===== src/design/pwhd_pkg.sv =====
// ----------------------------------------------------------------------------
// pwhd_pkg
// shared widths, register map, reset values and control/status types of the
// packet window hash dispatcher
// ----------------------------------------------------------------------------
`default_nettype none

package pwhd_pkg;

  // field widths
  localparam int ByteW   = 8;
  localparam int PortW   = 8;
  localparam int OffsetW = 14;
  localparam int LengthW = 15;
  localparam int CountW  = 9;
  localparam int EndW    = 16;
  localparam int SumW    = 22;

  // remainder unit: one dividend bit per step
  localparam int DivSteps = SumW;
  localparam int DivCntW  = $clog2(DivSteps);

  // default packet length bound
  localparam int MaxPacketBytesDef = 16384;

  // configuration port
  localparam int ApbAddrW = 4;
  localparam int ApbDataW = 32;

  localparam logic [1:0] RegWindowOffset = 2'd0;
  localparam logic [1:0] RegWindowLength = 2'd1;
  localparam logic [1:0] RegPortCount    = 2'd2;

  localparam logic [OffsetW-1:0] OffsetReset = OffsetW'(0);
  localparam logic [LengthW-1:0] LengthReset = LengthW'(1);
  localparam logic [CountW-1:0]  CountReset  = CountW'(2);

  // port counts served by the xor fold
  localparam logic [CountW-1:0] PortsTwo   = CountW'(2);
  localparam logic [CountW-1:0] PortsFour  = CountW'(4);
  localparam logic [CountW-1:0] PortsEight = CountW'(8);

  localparam logic [SumW-1:0] SumMax = {SumW{1'b1}};

  typedef struct packed {
    logic acc_en;     // take one byte
    logic last;       // byte ends the packet
    logic div_start;  // load the remainder unit
    logic div_step;   // one remainder step
    logic out_load;   // load the output word
  } cmd_t;

  typedef struct packed {
    logic fast;       // port known without the remainder unit
    logic div_last;   // final remainder step in progress
  } status_t;

endpackage

`default_nettype wire


===== src/design/pwhd_datapath.sv =====
// ----------------------------------------------------------------------------
// pwhd_datapath
// byte counter, window sum, held packet result, serial remainder unit and
// output word register
// ----------------------------------------------------------------------------
`default_nettype none

module pwhd_datapath #(
  parameter int MAX_PACKET_BYTES = pwhd_pkg::MaxPacketBytesDef
) (
  input  wire logic                         clk_i,
  input  wire logic                         rst_ni,
  input  wire pwhd_pkg::cmd_t               cmd_i,
  output pwhd_pkg::status_t                 status_o,
  input  wire logic [pwhd_pkg::ByteW-1:0]   data_byte_i,
  input  wire logic [pwhd_pkg::OffsetW-1:0] window_offset_i,
  input  wire logic [pwhd_pkg::LengthW-1:0] window_length_i,
  input  wire logic [pwhd_pkg::CountW-1:0]  port_count_i,
  output logic      [pwhd_pkg::PortW-1:0]   out_port_o
);

  localparam int PosW = $clog2(MAX_PACKET_BYTES + 1);
  localparam int CmpW = (PosW > pwhd_pkg::EndW) ? PosW : pwhd_pkg::EndW;

  logic [PosW-1:0]              pos_q, pos_d, pos_next;
  logic [pwhd_pkg::SumW-1:0]    sum_q, sum_d, sum_next;
  logic [PosW-1:0]              len_hold_q, len_hold_d;
  logic [pwhd_pkg::SumW-1:0]    sum_hold_q, sum_hold_d;
  logic [pwhd_pkg::CountW-1:0]  rem_q, rem_d;
  logic [pwhd_pkg::DivCntW-1:0] cnt_q, cnt_d;
  logic [pwhd_pkg::PortW-1:0]   out_port_q, out_port_d;

  logic [pwhd_pkg::EndW-1:0]    win_end;
  logic [CmpW-1:0]              pos_ext;
  logic                         in_range;
  logic                         in_window;
  logic [pwhd_pkg::SumW:0]      sum_add;
  logic                         is_short;
  logic                         is_fold;
  logic [pwhd_pkg::PortW-1:0]   fold_val;
  logic [pwhd_pkg::PortW-1:0]   fast_val;
  logic [pwhd_pkg::CountW:0]    trial;

  // window bounds, config must stay static while bytes flow (not enforced here)
  assign win_end   = pwhd_pkg::EndW'(window_offset_i) + pwhd_pkg::EndW'(window_length_i);
  assign pos_ext   = CmpW'(pos_q);
  assign in_range  = pos_q < PosW'(MAX_PACKET_BYTES);
  assign in_window = in_range && (pos_ext >= CmpW'(window_offset_i))
                     && (pos_ext < CmpW'(win_end));

  // saturating sum and counter
  assign sum_add  = {1'b0, sum_q} + (pwhd_pkg::SumW + 1)'(data_byte_i);
  assign sum_next = !in_window ? sum_q
                  : (sum_add[pwhd_pkg::SumW] ? pwhd_pkg::SumMax : sum_add[pwhd_pkg::SumW-1:0]);
  assign pos_next = in_range ? pos_q + PosW'(1) : pos_q;

  // port selection from the held packet
  assign is_short = CmpW'(len_hold_q) < CmpW'(win_end);
  assign is_fold  = (port_count_i == pwhd_pkg::PortsTwo) ||
                    (port_count_i == pwhd_pkg::PortsFour) ||
                    (port_count_i == pwhd_pkg::PortsEight);
  assign fold_val = (sum_hold_q[7:0] ^ sum_hold_q[11:4])
                    & pwhd_pkg::PortW'(port_count_i - pwhd_pkg::CountW'(1));
  assign fast_val = (is_short || !is_fold) ? '0 : fold_val;

  assign status_o.fast     = is_short || is_fold || (port_count_i == '0);
  assign status_o.div_last = cnt_q == pwhd_pkg::DivCntW'(pwhd_pkg::DivSteps - 1);

  // restoring remainder step, msb of the held sum first
  assign trial = {rem_q, sum_hold_q[pwhd_pkg::SumW-1]};

  always_comb begin
    pos_d      = pos_q;
    sum_d      = sum_q;
    len_hold_d = len_hold_q;
    sum_hold_d = sum_hold_q;
    rem_d      = rem_q;
    cnt_d      = cnt_q;
    out_port_d = out_port_q;
    if (cmd_i.acc_en) begin
      if (cmd_i.last) begin
        pos_d      = '0;
        sum_d      = '0;
        len_hold_d = pos_next;
        sum_hold_d = sum_next;
      end else begin
        pos_d = pos_next;
        sum_d = sum_next;
      end
    end
    if (cmd_i.div_start) begin
      rem_d = '0;
      cnt_d = '0;
    end else if (cmd_i.div_step) begin
      if (trial >= {1'b0, port_count_i}) begin
        rem_d = pwhd_pkg::CountW'(trial - {1'b0, port_count_i});
      end else begin
        rem_d = trial[pwhd_pkg::CountW-1:0];
      end
      sum_hold_d = {sum_hold_q[pwhd_pkg::SumW-2:0], 1'b0};
      cnt_d      = cnt_q + pwhd_pkg::DivCntW'(1);
    end
    if (cmd_i.out_load) begin
      out_port_d = status_o.fast ? fast_val : rem_q[pwhd_pkg::PortW-1:0];
    end
  end

  always_ff @(posedge clk_i or negedge rst_ni) begin
    if (!rst_ni) begin
      pos_q <= '0;
      sum_q <= '0;
      cnt_q <= '0;
    end else begin
      pos_q <= pos_d;
      sum_q <= sum_d;
      cnt_q <= cnt_d;
    end
  end

  always_ff @(posedge clk_i) begin
    len_hold_q <= len_hold_d;
    sum_hold_q <= sum_hold_d;
    rem_q      <= rem_d;
    out_port_q <= out_port_d;
  end

  assign out_port_o = out_port_q;

endmodule

`default_nettype wire


===== src/design/pwhd_ctrl.sv =====
// ----------------------------------------------------------------------------
// pwhd_ctrl
// sequencer for byte intake, port selection, remainder steps and the output
// word handshake
// ----------------------------------------------------------------------------
`default_nettype none

module pwhd_ctrl (
  input  wire logic              clk_i,
  input  wire logic              rst_ni,
  input  wire logic              s_tvalid_i,
  input  wire logic              s_tlast_i,
  output logic                   s_tready_o,
  output logic                   m_tvalid_o,
  input  wire logic              m_tready_i,
  input  wire pwhd_pkg::status_t status_i,
  output pwhd_pkg::cmd_t         cmd_o
);

  typedef enum logic [1:0] {
    ST_RUN,
    ST_SEL,
    ST_DIV,
    ST_OUT
  } state_e;

  state_e state_q, state_d;
  logic   m_tvalid_q, m_tvalid_d;
  logic   out_free;

  assign out_free   = !m_tvalid_q || m_tready_i;
  assign s_tready_o = state_q == ST_RUN;
  assign m_tvalid_o = m_tvalid_q;

  always_comb begin
    cmd_o           = '0;
    cmd_o.acc_en    = s_tvalid_i && (state_q == ST_RUN);
    cmd_o.last      = s_tlast_i;
    cmd_o.div_start = (state_q == ST_SEL) && !status_i.fast;
    cmd_o.div_step  = state_q == ST_DIV;
    cmd_o.out_load  = (state_q == ST_OUT) && out_free;
  end

  always_comb begin
    state_d    = state_q;
    m_tvalid_d = m_tvalid_q;
    if (m_tready_i) begin
      m_tvalid_d = 1'b0;
    end
    unique case (state_q)
      ST_RUN: begin
        if (cmd_o.acc_en && s_tlast_i) begin
          state_d = ST_SEL;
        end
      end
      ST_SEL: begin
        state_d = status_i.fast ? ST_OUT : ST_DIV;
      end
      ST_DIV: begin
        if (status_i.div_last) begin
          state_d = ST_OUT;
        end
      end
      ST_OUT: begin
        if (out_free) begin
          m_tvalid_d = 1'b1;
          state_d    = ST_RUN;
        end
      end
      default: state_d = ST_RUN;
    endcase
  end

  always_ff @(posedge clk_i or negedge rst_ni) begin
    if (!rst_ni) begin
      state_q    <= ST_RUN;
      m_tvalid_q <= 1'b0;
    end else begin
      state_q    <= state_d;
      m_tvalid_q <= m_tvalid_d;
    end
  end

  // final byte always leads to port selection
  assert property (@(posedge clk_i) disable iff (!rst_ni)
    (cmd_o.acc_en && cmd_o.last) |=> (state_q == ST_SEL))
    else $error("final byte did not start port selection");

  // a held word is never overwritten
  assert property (@(posedge clk_i) disable iff (!rst_ni)
    cmd_o.out_load |-> (!m_tvalid_q || m_tready_i))
    else $error("output word overwritten while stalled");

  // remainder unit runs until its final step
  assert property (@(posedge clk_i) disable iff (!rst_ni)
    (state_q == ST_DIV && !status_i.div_last) |=> (state_q == ST_DIV))
    else $error("remainder unit left early");

  // no intake while a packet result is pending
  assert property (@(posedge clk_i) disable iff (!rst_ni)
    (state_q == ST_SEL || state_q == ST_DIV) |-> !cmd_o.acc_en)
    else $error("byte taken during port selection");

endmodule

`default_nettype wire


===== src/design/packet_window_hash_dispatch.sv =====
// ----------------------------------------------------------------------------
// packet_window_hash_dispatch
// per-packet output port selection from a hashed byte window
// ----------------------------------------------------------------------------
// packets enter one byte per word on the s_axis channel, tlast on the final
// byte. bytes whose position lies in [window_offset, window_offset +
// window_length) are summed (saturating, 22 bits); positions count up to
// MAX_PACKET_BYTES and stop there. on the final byte one word leaves on the
// m_axis channel carrying the chosen port.
// throughput: one byte per cycle inside a packet. after the final byte the
// input is held off while the port is worked out: directly when the packet
// is short or the port count is 0, 2, 4 or 8, else by the serial remainder
// unit that retires one of the 22 sum bits per cycle.
// the output word sits in its own register, so the next packet is taken while
// a result waits; a stalled m_axis_tready only holds the input off when a
// second result is ready to leave before the first is taken.
// configuration goes through the apb port (offset at 0x0, length at 0x4,
// port count at 0x8), to be written only between packets; not enforced.
// reset clears the counters, the handshakes and the registers to offset 0,
// length 1, port count 2.
// ----------------------------------------------------------------------------
`default_nettype none

module packet_window_hash_dispatch #(
  parameter int MAX_PACKET_BYTES = pwhd_pkg::MaxPacketBytesDef
) (
  input  wire logic                          clk_i,
  input  wire logic                          rst_ni,
  // byte input
  input  wire logic                          s_axis_tvalid,
  output logic                               s_axis_tready,
  input  wire logic [pwhd_pkg::ByteW-1:0]    s_axis_tdata,   // [7:0] data_byte
  input  wire logic                          s_axis_tlast,   // last_byte
  // port output
  output logic                               m_axis_tvalid,
  input  wire logic                          m_axis_tready,
  output logic      [pwhd_pkg::PortW-1:0]    m_axis_tdata,   // [7:0] out_port
  // configuration
  input  wire logic                          psel,
  input  wire logic                          penable,
  input  wire logic                          pwrite,
  input  wire logic [pwhd_pkg::ApbAddrW-1:0] paddr,
  input  wire logic [pwhd_pkg::ApbDataW-1:0] pwdata,
  output logic      [pwhd_pkg::ApbDataW-1:0] prdata,
  output logic                               pready
);

  logic [pwhd_pkg::OffsetW-1:0] window_offset_q, window_offset_d;
  logic [pwhd_pkg::LengthW-1:0] window_length_q, window_length_d;
  logic [pwhd_pkg::CountW-1:0]  port_count_q, port_count_d;
  logic [1:0]                   reg_idx;
  logic                         wr_en;

  pwhd_pkg::cmd_t    cmd;
  pwhd_pkg::status_t status;

  // register file, writes keep the low bits only
  assign pready  = 1'b1;
  assign reg_idx = paddr[3:2];
  assign wr_en   = psel && penable && pwrite && pready;

  always_comb begin
    window_offset_d = window_offset_q;
    window_length_d = window_length_q;
    port_count_d    = port_count_q;
    if (wr_en) begin
      unique case (reg_idx)
        pwhd_pkg::RegWindowOffset: window_offset_d = pwdata[pwhd_pkg::OffsetW-1:0];
        pwhd_pkg::RegWindowLength: window_length_d = pwdata[pwhd_pkg::LengthW-1:0];
        pwhd_pkg::RegPortCount:    port_count_d    = pwdata[pwhd_pkg::CountW-1:0];
        default: ; // unmapped address, write dropped
      endcase
    end
  end

  always_comb begin
    unique case (reg_idx)
      pwhd_pkg::RegWindowOffset: prdata = pwhd_pkg::ApbDataW'(window_offset_q);
      pwhd_pkg::RegWindowLength: prdata = pwhd_pkg::ApbDataW'(window_length_q);
      pwhd_pkg::RegPortCount:    prdata = pwhd_pkg::ApbDataW'(port_count_q);
      default:                   prdata = '0;
    endcase
  end

  always_ff @(posedge clk_i or negedge rst_ni) begin
    if (!rst_ni) begin
      window_offset_q <= pwhd_pkg::OffsetReset;
      window_length_q <= pwhd_pkg::LengthReset;
      port_count_q    <= pwhd_pkg::CountReset;
    end else begin
      window_offset_q <= window_offset_d;
      window_length_q <= window_length_d;
      port_count_q    <= port_count_d;
    end
  end

  // sequencer
  pwhd_ctrl u_ctrl (
    .clk_i      (clk_i),
    .rst_ni     (rst_ni),
    .s_tvalid_i (s_axis_tvalid),
    .s_tlast_i  (s_axis_tlast),
    .s_tready_o (s_axis_tready),
    .m_tvalid_o (m_axis_tvalid),
    .m_tready_i (m_axis_tready),
    .status_i   (status),
    .cmd_o      (cmd)
  );

  // counters, window sum, remainder unit and output word
  pwhd_datapath #(
    .MAX_PACKET_BYTES (MAX_PACKET_BYTES)
  ) u_datapath (
    .clk_i           (clk_i),
    .rst_ni          (rst_ni),
    .cmd_i           (cmd),
    .status_o        (status),
    .data_byte_i     (s_axis_tdata),
    .window_offset_i (window_offset_q),
    .window_length_i (window_length_q),
    .port_count_i    (port_count_q),
    .out_port_o      (m_axis_tdata)
  );

endmodule

`default_nettype wire

===== config.mk =====
export PLATFORM = sky130hd
export DESIGN_NAME = packet_window_hash_dispatch
export DESIGN_NICKNAME = d
export VERILOG_FILES = /design/src/design/pwhd_pkg.sv /design/src/design/pwhd_datapath.sv /design/src/design/pwhd_ctrl.sv /design/src/design/packet_window_hash_dispatch.sv
export SDC_FILE = /design/constraint.sdc
export NUM_CORES = 1
export LEC_CHECK = 0
export BUFFER_PORTS_ARGS = -buffer_cell sky130_fd_sc_hd__buf_2
export CAP_MARGIN = 20
export CORE_ASPECT_RATIO = 0.9
export CORE_UTILIZATION = 25
export CTS_BUF_LIST = sky130_fd_sc_hd__clkbuf_4 sky130_fd_sc_hd__clkbuf_8
export DETAILED_ROUTE_END_ITERATION = 16
export PLACE_DENSITY = 0.44
export SLEW_MARGIN = 5
export SYNTH_ARGS = -nofsm -noshare
export SYNTH_HDL_FRONTEND = slang
export SYNTH_SLANG_ARGS = --single-unit

===== constraint.sdc =====
create_clock -name clk_i -period 7.97 [get_ports clk_i]
set_input_delay 1.1955 -clock clk_i [delete_from_list [all_inputs] [get_ports clk_i]]
set_output_delay 1.1955 -clock clk_i [all_outputs]
set_load 0.01 [all_outputs]

==> out/results.ini <==
[status]
outcome = completed

[clock_tree]
cts_tree = yes
ctsResizeCount = 0
clock_path_buffers = 2
post-cts-setup-buffer-count = 0
htreeDepth = 4
cts_hold_buffers = 0
cts.sinks = 137
clk_transition_reported_paths_ps = 90
cts_buffers = 17
insertion_delay_ps = 470
root_buffer = clkbuf_8

[setup_path]
cp.depth = 16
r2r-end = u_datapath.sum_q[19]
critPathSlowestCell = a211oi_2
cp_max_fo = 12
path_cells = ha_1, fa_1, a21o_1, o2bb2ai_2, o41ai_4, o21bai_1, a21o_1, a21o_1, a21oi_1, xor2_1, ha_1, a211oi_1, nand4_2, a211oi_2, o21ai_0, a221oi_1
start_kind = flop
critical_path_buf_inv_count = 0
path_class = reg2reg
worstPathRequired_ps = 8310
crit_path_end_kind = flop
rr_startpoint = window_offset_q[0]
crit_arrival_ps = 5780
worstSetupStartpoint = window_offset_q[0]
cpPeakStageDelay_ps = 770
crit_family = compound AO/OA/AOI/OAI gates
worst_path_most_repeated_cell = a21o_1
reg2reg_depth = 16
crit_end = u_datapath.sum_q[19]
reg2reg_slack_ps = 2530

[placement]
dp_hpwl_um = 20100
port_buffers = 57
gp_congestion = 0.830
pre_cts_ws_ps = 2520

[die]
die_y_um = 187
rows = 67
core_sq_um = 37300
initial_core_util_pct = 25.4
ios = 95
die_w_um = 207
die-area_sq_um = 38700

[final_layout]
utilization_pct = 28.7
antennaDiodeCount = 0
final_layout_size_suffix_gt1_share_pct = 14.2
final_nets = 1212
n_fill_cell = 3913
area_delta_synth_final_pct = 13.0

[pwr]
power.total_mw = 3.38
seq_power_share_pct = 32.0
leakagePower_nw = 4.69
power.switching_mw = 1.43
pwr_density_cell_nw_per_um2 = 316
swShare_pct = 42.2
ir_worst_vdd_v = 0.000122
p_int_mw = 1.95
clkPwrFrac_pct = 20.6
p_comb_share_pct = 47.4

[drt]
vias_per_cell = 4.87
drt-total-wl_um = 27100
detail_route.wl_per_cell_um = 17.2
first_pass_iters = 5
via_count = 7663
route.detailed.drc = 0
postRouteAntennaNets = 0
first_iter_violations = 436

[grt]
antenna_found_initial = 1
grt_pass1_vias = 7687
grt_max_degree = 49
grt_pass1_wl_um = 43800
track_usage_pct = 14.4
overflow = 0

[min_path]
min-delay-start = u_datapath.rem_q[8]
hp-class = reg2reg

[synth]
ys_warn_count = 0
synth-async-reset-ratio_pct = 60.6
yosysUniqueCellTypes = 87
synthCells = 1031
yosysTopAreaCellShare_pct = 21.4
yosys_most_used_dff = dfrtp_1
synth_seq_cells = 137
seq_area_frac_synth_pct = 35.8
synth_top_cells_by_area = dfrtp_1, ha_1, edfxtp_1, dfxtp_1, nand2_1
syn_area_per_cell_sq_um = 9.19
synth_edf_count = 23
netlist_area_sq_um = 9470
synth_area_leader_cell = dfrtp_1

[flow_run]
drv_cap = 0

[sta]
fin_worst_skew_ps = 25.1
max_slew_margin_pct = 34.0
finalHoldViolCount = 0
final.period_utilization_pct = 68.3
grt_setup_unrepaired = no
period_needed_ps = 5440
setup_slack_ps = 2530
finalSetupTns_ps = 0
finalSetupViolations = 0
drv_slew = 0
tightest_slew_ps = 989
clock.fmax_mhz = 184

how the worst min path moves through the flow:
stage / slack (ps) / cells after the start / to
after detailed placement: 460 / 2 / u_datapath.rem_q[8]
after global placement: 460 / 2 / u_datapath.rem_q[8]
after floorplan: 430 / 2 / u_datapath.rem_q[8]
final: 470 / 2 / u_datapath.rem_q[8]
after global routing: 510 / 1 / u_datapath.sum_hold_q[18]
after CTS: 470 / 2 / u_datapath.rem_q[8]
cell type report:
| cell class | instances | area, sq um | area share [%] |
|---|---|---|---|
| Multi-Input combinational cell | 793 | 5650 | 52.7 |
| Sequential cell | 137 | 3390 | 31.7 |
| Clock buffer | 21 | 270 | 2.52 |
| Tap cell | 483 | 604 | 5.64 |
| Clock inverter | 11 | 195 | 1.82 |
| Inverter | 61 | 229 | 2.14 |
| Timing Repair Buffer | 68 | 370 | 3.46 |
Yosys cell counts, drive strengths merged (8+ instances only):
library cell   n
a21o          10
mux2          26
a31oi         10
dfrtp         81
xnor2         28
xor2          25
a211oi        21
o21a           8
nand2b        12
edfxtp        23
a22o          10
nor2b         11
clkbuf        31
buf           25
nand2         99
nand4          9
ha            79
nor3          15
and2          14
o211ai         8
and3          15
nand3         31
dfxtp         31
inv           61
o21ai         84
nor2          76
mux2i         36
a21oi         39
cells in the final DEF (no fill, tap or decap), types with 15 or more instances in the layout:
cell type	count
a21oi_1	37
ha_1	79
and3_1	15
dfrtp_1	81
nor2_1	76
xnor2_1	28
dfxtp_1	31
clkbuf_8	18
xor2_1	25
a211oi_1	19
o21ai_1	16
nand3_1	31
o21ai_0	66
mux2i_1	36
conb_1	18
buf_2	56
nand2_1	99
edfxtp_1	23
mux2_2	26
inv_1	61
sequential cells by signal (all words and copies together), names as in the netlist, 8 cells and up:
name and flops:
u_datapath.len_hold_q 15, window_offset_q 14, u_datapath.sum_q 22, window_length_q 15, port_count_q 9, u_datapath.sum_hold_q 22, u_datapath.rem_q 9, u_datapath.out_port_o 8
u_datapath.pos_q 15
through the flow:
stage / hold WS [ps] / cells / instance area (sq um)
floorplan: 432 / 1047 / 9530
global placement: 461 / 1542 / 10200
detailed placement: 458 / 1542 / 10200
CTS: 472 / 1574 / 10700
global route: 505 / 1574 / 10700
finish: 468 / 1574 / 10700
power by group through the flow:
stage	sequential [mW]	combinational [mW]	clock [mW]
5_1_grt	1.11	1.81	0.740
6_report	1.08	1.60	0.697
4_1_cts	1.08	1.61	0.715
3_5_place_dp	1.10	1.60	0
2_1_floorplan	1.05	1.19	0
3_3_place_gp	1.10	1.59	0
logic make-up after synthesis:
kind of cell	after synthesis	share of synthesized area, %
simple gates	302	15.1
compound gates	275	20.6
flops	137	35.8
buf+inv	117	5.49
fa+ha+maj	83	11.2
mux	62	6.89
xor+xnor	53	4.90
other cells	2	0.0793
layer usage:
metal / part of all wire, % / GRT usage [%] / routed length, um
met1: 53 / 21.1 / 14200
met2: 44 / 22.0 / 11800
met3: 2.6 / 1.88 / 711
met4: 1.3 / 4.22 / 344
met5: 0.044 / 0 / 12
worst min-delay path, delay by kind of cell, from the launching register on:
family | cells | cell delay, ps
AOI/OAI and AO/OA | 1 | 50
DFF | 1 | 320
and+or+nand+nor | 1 | 50
(Power assumes the default switching activity.)
